===== src/rtl/ipd_pkg.sv =====
`default_nettype none
// ----------------------------------------------------------------------------
// Indexed postbyte decoder package
// Shared types, mode codes and the nibble-to-kind table of the decoder.
// ----------------------------------------------------------------------------
package ipd_pkg;

   // Dense mode kinds reported on the result channel.
   localparam logic [3:0] KIND_FIVE_BIT    = 4'd0;
   localparam logic [3:0] KIND_POST_INC1   = 4'd1;
   localparam logic [3:0] KIND_POST_INC2   = 4'd2;
   localparam logic [3:0] KIND_PRE_DEC1    = 4'd3;
   localparam logic [3:0] KIND_PRE_DEC2    = 4'd4;
   localparam logic [3:0] KIND_NO_OFFSET   = 4'd5;
   localparam logic [3:0] KIND_ACC_B       = 4'd6;
   localparam logic [3:0] KIND_ACC_A       = 4'd7;
   localparam logic [3:0] KIND_OFF8        = 4'd8;
   localparam logic [3:0] KIND_OFF16       = 4'd9;
   localparam logic [3:0] KIND_ACC_D       = 4'd10;
   localparam logic [3:0] KIND_PC8         = 4'd11;
   localparam logic [3:0] KIND_PC16        = 4'd12;
   localparam logic [3:0] KIND_EXT_IND     = 4'd13;
   localparam logic [3:0] KIND_ILLEGAL     = 4'd14;

   // Low-nibble codes of the postbyte when bit 7 is set.
   localparam logic [3:0] NIB_POST_INC1    = 4'h0;
   localparam logic [3:0] NIB_POST_INC2    = 4'h1;
   localparam logic [3:0] NIB_PRE_DEC1     = 4'h2;
   localparam logic [3:0] NIB_PRE_DEC2     = 4'h3;
   localparam logic [3:0] NIB_NO_OFFSET    = 4'h4;
   localparam logic [3:0] NIB_ACC_B        = 4'h5;
   localparam logic [3:0] NIB_ACC_A        = 4'h6;
   localparam logic [3:0] NIB_UNUSED_7     = 4'h7;
   localparam logic [3:0] NIB_OFF8         = 4'h8;
   localparam logic [3:0] NIB_OFF16        = 4'h9;
   localparam logic [3:0] NIB_UNUSED_A     = 4'hA;
   localparam logic [3:0] NIB_ACC_D        = 4'hB;
   localparam logic [3:0] NIB_PC8          = 4'hC;
   localparam logic [3:0] NIB_PC16         = 4'hD;
   localparam logic [3:0] NIB_UNUSED_E     = 4'hE;
   localparam logic [3:0] NIB_EXT_IND      = 4'hF;

   // Base register code of the system stack pointer.
   localparam logic [1:0] BASE_S           = 2'd3;

   // Largest magnitude accepted for a 16-bit PC-relative offset.
   localparam logic signed [15:0] PC_OFF_LIMIT = 16'sd32000;

   // One input beat.
   typedef struct packed {
      logic [7:0]  postbyte;
      logic [7:0]  byte1;
      logic [7:0]  byte2;
      logic [1:0]  bytes_available;
      logic [15:0] pc;
      logic [1:0]  opcode_bytes;
   } req_type;

   // One result beat.
   typedef struct packed {
      logic               valid_res;
      logic               indirect;
      logic [1:0]         extra_bytes;
      logic [1:0]         base_register;
      logic [3:0]         mode_kind;
      logic signed [15:0] offset;
      logic [15:0]        target_addr;
   } rsp_type;

   // Mode kind of a postbyte with bit 7 set, by its low nibble.
   function automatic logic [3:0] kind_of_nibble(input logic [3:0] nib);
      logic [3:0] kind;
      unique case (nib)
         NIB_POST_INC1: kind = KIND_POST_INC1;
         NIB_POST_INC2: kind = KIND_POST_INC2;
         NIB_PRE_DEC1:  kind = KIND_PRE_DEC1;
         NIB_PRE_DEC2:  kind = KIND_PRE_DEC2;
         NIB_NO_OFFSET: kind = KIND_NO_OFFSET;
         NIB_ACC_B:     kind = KIND_ACC_B;
         NIB_ACC_A:     kind = KIND_ACC_A;
         NIB_OFF8:      kind = KIND_OFF8;
         NIB_OFF16:     kind = KIND_OFF16;
         NIB_ACC_D:     kind = KIND_ACC_D;
         NIB_PC8:       kind = KIND_PC8;
         NIB_PC16:      kind = KIND_PC16;
         NIB_EXT_IND:   kind = KIND_EXT_IND;
         default:       kind = KIND_ILLEGAL;
      endcase
      return kind;
   endfunction

endpackage
`default_nettype wire


===== src/rtl/ipd_decode.sv =====
`default_nettype none
// ----------------------------------------------------------------------------
// Indexed postbyte decode logic
// Combinational decode of one registered input beat into one result beat,
// including the PC-relative target adder and its range checks.
// ----------------------------------------------------------------------------
module ipd_decode (
   input  ipd_pkg::req_type req,
   output ipd_pkg::rsp_type rsp
);

   logic [3:0]         nib;
   logic               ibit;
   logic [1:0]         base;
   logic               have2;
   logic               have3;
   logic signed [15:0] off8;
   logic signed [15:0] off16;
   logic signed [15:0] pc_off;
   logic [16:0]        pc_next;
   logic [17:0]        pc_sum;
   logic               pc_in_range;
   logic               off16_in_limit;

   assign nib   = req.postbyte[3:0];
   assign ibit  = req.postbyte[4];
   assign base  = req.postbyte[6:5];
   assign have2 = req.bytes_available[1];
   assign have3 = (req.bytes_available == 2'd3);

   // Sign-extended constant offsets from the following bytes.
   assign off8  = {{8{req.byte1[7]}}, req.byte1};
   assign off16 = {req.byte1, req.byte2};

   // PC-relative target: address after the whole instruction plus offset.
   // One adder serves both the 8-bit and the 16-bit form.
   assign pc_off  = (nib == ipd_pkg::NIB_PC16) ? off16 : off8;
   assign pc_next = {1'b0, req.pc} + {15'd0, req.opcode_bytes}
                    + ((nib == ipd_pkg::NIB_PC16) ? 17'd3 : 17'd2);
   assign pc_sum  = {1'b0, pc_next} + {{2{pc_off[15]}}, pc_off};
   // The sum is a signed 18-bit value; it fits the address space only when
   // its two top bits are clear.
   assign pc_in_range    = (pc_sum[17:16] == 2'b00);
   assign off16_in_limit = (off16 <= ipd_pkg::PC_OFF_LIMIT)
                           && (off16 >= -ipd_pkg::PC_OFF_LIMIT);

   // Main decode of the postbyte.
   always_comb begin
      rsp.valid_res      = 1'b0;
      rsp.indirect       = 1'b0;
      rsp.extra_bytes    = 2'd0;
      rsp.base_register  = 2'd0;
      rsp.mode_kind      = ipd_pkg::KIND_ILLEGAL;
      rsp.offset         = 16'sd0;
      rsp.target_addr    = 16'd0;
      if (req.bytes_available != 2'd0) begin
         rsp.base_register = base;
         rsp.valid_res     = 1'b1;
         if (!req.postbyte[7]) begin
            // Five-bit signed offset held in the postbyte itself.
            rsp.mode_kind = ipd_pkg::KIND_FIVE_BIT;
            rsp.offset    = {{11{req.postbyte[4]}}, req.postbyte[4:0]};
         end else if (ibit && (base == ipd_pkg::BASE_S) && (nib != ipd_pkg::NIB_EXT_IND)) begin
            // Indirect through the stack pointer is refused.
            rsp.valid_res = 1'b0;
         end else begin
            rsp.mode_kind = ipd_pkg::kind_of_nibble(nib);
            rsp.indirect  = ibit || (nib == ipd_pkg::NIB_EXT_IND);
            unique case (nib) inside
               ipd_pkg::NIB_OFF8: begin
                  if (have2) begin
                     rsp.offset      = off8;
                     rsp.extra_bytes = 2'd1;
                  end else begin
                     rsp.valid_res = 1'b0;
                  end
               end
               ipd_pkg::NIB_OFF16: begin
                  if (have3) begin
                     rsp.offset      = off16;
                     rsp.extra_bytes = 2'd2;
                  end else begin
                     rsp.valid_res = 1'b0;
                  end
               end
               ipd_pkg::NIB_PC8: begin
                  if (have2) begin
                     rsp.offset      = off8;
                     rsp.extra_bytes = 2'd1;
                     if (pc_in_range) begin
                        rsp.target_addr = pc_sum[15:0];
                     end else begin
                        rsp.valid_res = 1'b0;
                     end
                  end else begin
                     rsp.valid_res = 1'b0;
                  end
               end
               ipd_pkg::NIB_PC16: begin
                  if (have3) begin
                     rsp.offset      = off16;
                     rsp.extra_bytes = 2'd2;
                     if (pc_in_range && off16_in_limit) begin
                        rsp.target_addr = pc_sum[15:0];
                     end else begin
                        rsp.valid_res = 1'b0;
                     end
                  end else begin
                     rsp.valid_res = 1'b0;
                  end
               end
               ipd_pkg::NIB_EXT_IND: begin
                  if (ibit && have3) begin
                     rsp.target_addr = {req.byte1, req.byte2};
                     rsp.extra_bytes = 2'd2;
                  end else begin
                     rsp.valid_res = 1'b0;
                  end
               end
               ipd_pkg::NIB_UNUSED_7, ipd_pkg::NIB_UNUSED_A, ipd_pkg::NIB_UNUSED_E: begin
                  rsp.valid_res = 1'b0;
               end
               default: begin
                  // Register-only forms need no further bytes.
                  rsp.valid_res = 1'b1;
               end
            endcase
         end
      end
   end

endmodule
`default_nettype wire


===== src/rtl/indexed_postbyte_decoder.sv =====
`default_nettype none
// ----------------------------------------------------------------------------
// Indexed postbyte decoder
// Decodes an indexed-addressing postbyte and its following bytes into base
// register, mode kind, offset, operand length, indirect flag and target.
// ----------------------------------------------------------------------------
// A beat is taken whenever start is high; busy never rises. Each beat gives
// exactly one result after the input and result registers, shown for one
// cycle with rsp_strobe high. Beats may be issued on every cycle: the input
// register, the decode logic with its single target adder, and the result
// register form a two-stage pipeline that carries one beat per cycle.
module indexed_postbyte_decoder (
   input  wire logic               clock,
   input  wire logic               reset,
   input  wire logic               start,
   output      logic               busy,
   input  wire logic [7:0]         req_postbyte,
   input  wire logic [7:0]         req_byte1,
   input  wire logic [7:0]         req_byte2,
   input  wire logic [1:0]         req_bytes_available,
   input  wire logic [15:0]        req_pc,
   input  wire logic [1:0]         req_opcode_bytes,
   output      logic               rsp_strobe,
   output      logic               rsp_valid_res,
   output      logic               rsp_indirect,
   output      logic [1:0]         rsp_extra_bytes,
   output      logic [1:0]         rsp_base_register,
   output      logic [3:0]         rsp_mode_kind,
   output      logic signed [15:0] rsp_offset,
   output      logic [15:0]        rsp_target_addr
);

   ipd_pkg::req_type req_in;
   ipd_pkg::req_type req_ff;
   logic             req_valid_ff;
   ipd_pkg::rsp_type rsp_in;
   ipd_pkg::rsp_type rsp_ff;
   logic             rsp_strobe_ff;

   // The pipeline never stalls.
   assign busy = 1'b0;

   // Gather the input beat.
   assign req_in.postbyte        = req_postbyte;
   assign req_in.byte1           = req_byte1;
   assign req_in.byte2           = req_byte2;
   assign req_in.bytes_available = req_bytes_available;
   assign req_in.pc              = req_pc;
   assign req_in.opcode_bytes    = req_opcode_bytes;

   // Input register stage.
   always_ff @(posedge clock) begin
      if (reset) begin
         req_valid_ff <= 1'b0;
      end else begin
         req_valid_ff <= start;
      end
      if (start) begin
         req_ff <= req_in;
      end
   end

   // Decode logic between the two register stages.
   ipd_decode u_decode (
      .req (req_ff),
      .rsp (rsp_in)
   );

   // Result register stage.
   always_ff @(posedge clock) begin
      if (reset) begin
         rsp_strobe_ff <= 1'b0;
      end else begin
         rsp_strobe_ff <= req_valid_ff;
      end
      if (req_valid_ff) begin
         rsp_ff <= rsp_in;
      end
   end

   // Result ports.
   assign rsp_strobe         = rsp_strobe_ff;
   assign rsp_valid_res      = rsp_ff.valid_res;
   assign rsp_indirect       = rsp_ff.indirect;
   assign rsp_extra_bytes    = rsp_ff.extra_bytes;
   assign rsp_base_register  = rsp_ff.base_register;
   assign rsp_mode_kind      = rsp_ff.mode_kind;
   assign rsp_offset         = rsp_ff.offset;
   assign rsp_target_addr    = rsp_ff.target_addr;

   // Every beat in the input register produces a result on the next cycle.
   a_beat_reaches_result: assert property (@(posedge clock) disable iff (reset)
      req_valid_ff |=> rsp_strobe)
      else $error("decoded beat did not reach the result register");

   // A refused form never carries a target address.
   a_invalid_no_target: assert property (@(posedge clock) disable iff (reset)
      (rsp_strobe && !rsp_valid_res) |-> (rsp_target_addr == 16'd0))
      else $error("invalid result carries a target address");

   // An accepted form always has a real mode kind.
   a_valid_has_kind: assert property (@(posedge clock) disable iff (reset)
      (rsp_strobe && rsp_valid_res) |-> (rsp_mode_kind != ipd_pkg::KIND_ILLEGAL))
      else $error("valid result reports the illegal mode kind");

   // At most two operand bytes follow the postbyte.
   a_extra_bounded: assert property (@(posedge clock) disable iff (reset)
      rsp_strobe |-> (rsp_extra_bytes != 2'd3))
      else $error("result claims three extra bytes");

endmodule
`default_nettype wire

===== config.mk =====
export PLATFORM = sky130hd
export DESIGN_NAME = indexed_postbyte_decoder
export DESIGN_NICKNAME = d
export VERILOG_FILES = /design/src/rtl/ipd_pkg.sv /design/src/rtl/ipd_decode.sv /design/src/rtl/indexed_postbyte_decoder.sv
export SDC_FILE = /design/constraint.sdc
export NUM_CORES = 1
export LEC_CHECK = 0
export BUFFER_PORTS_ARGS = -buffer_cell sky130_fd_sc_hd__buf_2
export CORE_MARGIN = 2
export CORE_UTILIZATION = 56
export CTS_CLUSTER_SIZE = 14
export DETAILED_ROUTE_END_ITERATION = 10
export PLACE_DENSITY_LB_ADDON = 0.15
export SLEW_MARGIN = 20
export SYNTH_ARGS = -nofsm -noshare
export SYNTH_HDL_FRONTEND = slang
export SYNTH_SLANG_ARGS = --single-unit

===== constraint.sdc =====
create_clock -name clock -period 7.4 [get_ports clock]
set_input_delay 0 -clock clock [delete_from_list [all_inputs] [get_ports clock]]
set_output_delay 0 -clock clock [all_outputs]
set_load 0.02 [all_outputs]

==> metrics.md <==
| Metric | Value |
|---|---|
| Drt first-iter violations | 318 |
| Via count | 4011 |
| Avg Cell Area, Syn | 11.4 um2 |
| Final-layout fill cell count | 612 |
| Cts repair resizes | 0 |
| Maximum buffer depth of the clock tree | 2 |
| Max-slew headroom | 31.3% |
| Wire length reported by the detailed router | 12100 um |
| Top-level I/O count | 91 |
| Antenna violations before repair | 0 |
| Synthesized netlist net count | 516 |
| Placement row count | 34 |
| CP most frequent cell | sky130_fd_sc_hd__ha_1 |
| Fraction of post-synthesis cell area in the top cell type by area | 51.2% |
| Count of unresolved DRC violations after routing | 0 |
| Data arrival, critical path | 5580 ps |
| Main combinational cell family by area after synthesis | compound AO/OA/AOI/OAI gates |
| Tcrit/Tclk final | between 70% and 80% |
| Combinational cell fraction of total power | 24.2% |
| Placed cell area | 5590 um2 |
| Family with the most delay on the worst path | compound AO/OA/AOI/OAI gates |
| Area fraction in and, or, nand and nor cells after synthesis | between 10% and 20% |
| Post-synthesis compound-gate area fraction | 16.7% |
| DR vias/cell | approximately 5.8 |
| Worst path max stage delay | 910 ps |
| Skew-Pair Late Insertion Delay | 360 ps |
| First-pass GRT wire length | 19300 um |
| Die width | 98.9 um |
| Number of warnings reported in the yosys synthesis log | 0 |
| Top cells by area in the synthesized netlist | sky130_fd_sc_hd__edfxtp_1 51%, sky130_fd_sc_hd__ha_1 6.0%, sky130_fd_sc_hd__nand2_1 3.5% |
| Area taken by multi-input logic gates | approximately 2200 um2 |
| Root cell of the clock tree | sky130_fd_sc_hd__clkbuf_8 |
| Final critical-path required period | 5360 ps |
| Antenna-violating nets left | 0 |
| Signed area change from the synthesized netlist to the final layout | 24.2% |
| Internal cell power | 0.926 mW |
| Total of flip-flops plus latches after synthesis | just over 90 |
| Number of enable-type register cells in the synthesized netlist | 86 |
| Xor and xnor area share after synthesis | ~4.2% |
| CTS clock-pin slew for the worst setup and hold paths | 100 ps |
| Setup slack after layout | approximately 2000 ps |
| Post-synthesis sequential area ratio | 53.6% |
| Die outline area | a little under 10000 um2 |
| Path type of the worst min-delay path | in2reg |
| Antenna cell count | 0 |
| Switch Pwr | 0.414 mW |
| Via count of the first global-routing pass | 3891 |
| Share of synthesized area spent on multiplexers | under 10% |
| Critical path's slowest cell | sky130_fd_sc_hd__a2111oi_4 |
| Maximum clock frequency | roughly 190 MHz |
| Top FF cell, synth | sky130_fd_sc_hd__edfxtp_1 |
| Worst path required time | between 7000 and 8000 ps |
| Kind of end point of the critical path | flip-flop |
| Fraction of final layout cells with drive strength greater than 1 | between 20% and 30% |
| CP Class | reg2reg |
| All-layer global routing usage | around 25% |
| TritonCTS clock tree | done |
| Measured slew at the worst slew-check pin | 1030 ps |
| Adder and majority cell fraction of the synthesized area | around 6.8% |
| Worst-case vdd ir drop | 0.133 mV |
| Buffers and inverters on the worst path | 3 |
| Placeable core area | 8720 um2 |
| Top-count cell post-synth | sky130_fd_sc_hd__edfxtp_1 |
| Switching power as a share of total power | a little under a third |
| Number of buffers inserted for hold repair after clock tree synthesis | 45 |
| Cell Pwr Density | 214 nW/um2 |
| Effective utilization at floorplan | around 58% |
| Leading cell types by count after synthesis | 86 x sky130_fd_sc_hd__edfxtp_1, 47 x sky130_fd_sc_hd__nand2_1, 45 x sky130_fd_sc_hd__nor2_1 |
| Final std cells w/o fill | just under 700 |
| Post-synthesis cell type with the largest combined area | sky130_fd_sc_hd__edfxtp_1 |
| Placement-stage worst setup slack | 2160 ps |
| Gp weighted congestion | 0.880 |
| CTS H-tree lvls | 3 |
| Cells along the critical path | inv_1 -> nor3_2 -> buf_4 -> xor2_1 -> ha_1 -> a21o_1 -> ha_1 -> fa_1 -> nand3_1 -> or2_2 -> nor2b_1 -> xor2_1 -> ha_1 -> inv_1 -> o21bai_1 -> a221oi_1 -> o21ai_1 -> or3_4 -> a2111oi_4 -> a32o_1 |
| Register-to-Register Setup Slack | 2040 ps |
| Placed cell count | 630 |
| Share of power burned in registers | just under 50% |
| Share of power burned in the clock network | between 20% and 30% |
| Count of endpoints failing hold in the final timing report | 0 |
| Height of the chip | 98.9 um |
| Final-layout setup total negative slack | 0 ps |
| Final setup violation count | 0 |
| Routed length per instance | 17.5 um |
| Sequential Area | 2700 um2 |
| Maximum net fanout on the critical path | 18 |
| Number of buffers created by CTS | 9 |
| Number of port buffers | 89 |
| Max Clock Skew | 11.0 ps |
| Maximum number of pins on one net before global-route repair | 51 |
| Residual overflow from global routing | 0 |
| Cell count after synthesis | 443 |
| Cell area after synthesis | 5040 um2 |
| CP Launch Type | flip-flop |
| Result of the run | complete, no violations |
| Leakage | around 2.4 nW |
| Count of TritonRoute iterations in the first routing pass | 5 |
| Post-CTS Setup Repair Bufs | 0 |
| Setup repair after global routing missed its margin | false |
| Number of distinct library cell variants in the gate-level netlist after synthesis | 60 |
| Detailed Place HPWL | 8260 um |
| Async set or reset register ratio after synthesis | 0% |
| Count of clock tree sinks | 92 |
| Slew Viols, Final | 0 |
| Number of maximum-capacitance constraint violations | 0 |
| Design Area, Final | 6260 um2 |
| Nets@finish | 652 |
## layout by cell type, fill, tap and decap left out, drive strengths merged, types with 10 or more instances in the layout
cell         instances
a21oi               32
a22o                14
clkbuf              10
inv                 16
edfxtp              86
dlygate4sd3         45
o21a                16
xnor2               16
o21ai               17
nor2                46
buf                 93
mux2                10
ha                  24
nand2               47
## path summary, 6_finish.rpt
path                                  endpoint  cells past startpoint                  from
max          rsp_target_addr[13]$_SDFFCE_PP0P_                     20  req_ff[36]$_DFFE_PP_
min                       req_ff[43]$_DFFE_PP_                      2                 start
max reg2reg  rsp_target_addr[13]$_SDFFCE_PP0P_                     20  req_ff[36]$_DFFE_PP_
min reg2reg     rsp_mode_kind[0]$_SDFFCE_PP0P_                      1             flip-flop
## power by group through the flow
stage          combinational [mW]  sequential (mW)  clock (mW)
6_report                    0.324            0.650       0.366
5_1_grt                     0.356            0.655       0.387
4_1_cts                     0.321            0.648       0.368
3_5_place_dp                0.301            0.660           0
3_3_place_gp                0.295            0.659           0
2_1_floorplan               0.202            0.668           0
## metrics by stage
stage	hold WS (ps)	total power [mW]	utilization [%]
3_3_place_gp	166	0.955	64.1
5_1_grt	310	1.40	71.8
6_report	279	1.34	71.8
3_5_place_dp	171	0.961	64.1
2_1_floorplan	71.6	0.870	-
4_1_cts	287	1.34	71.7
## layout make-up
cell class / count / area share (%)
timing repair buffer: 138 / 14.8
multi-input combinational: 326 / 35.8
tap: 108 / 2.16
sequential: 92 / 43.2
inverter: 12 / 0.719
clock inverter: 6 / 1.20
clock buffer: 10 / 2.20
## flip-flops by register name, indices dropped and copies added, names as in the netlist, named ones only
| name | flops |
|---|---|
| rsp_indirect | 1 |
| req_ff | 44 |
| rsp_strobe | 1 |
| req_valid_ff | 1 |
| rsp_extra_bytes | 2 |
| rsp_target_addr | 16 |
| rsp_base_register | 2 |
| rsp_valid_res | 1 |
| rsp_offset | 16 |
| rsp_mode_kind | 4 |
## routing by layer
layer  vias up  GRT usage (%)  wire length (um)  share of wire [%]
met2       175           41.4              5930                 49
li1       1930              -                 -                  -
met5         -              0                 0                  0
met1      1893           35.1              5210                 43
met3        13           4.18               841                6.9
met4         0           5.06               116               0.96
## kinds of logic after synthesis
logic type               Yosys count
adder cells (fa/ha/maj)           26
XOR/XNOR                          24
multiplexers                      12
AND/OR/NAND/NOR                  146
AO/OA/AOI/OAI                    117
flip-flops                        92
other                              1
buffers and inverters             25
No activity file was read; power rests on OpenSTA's default activity.
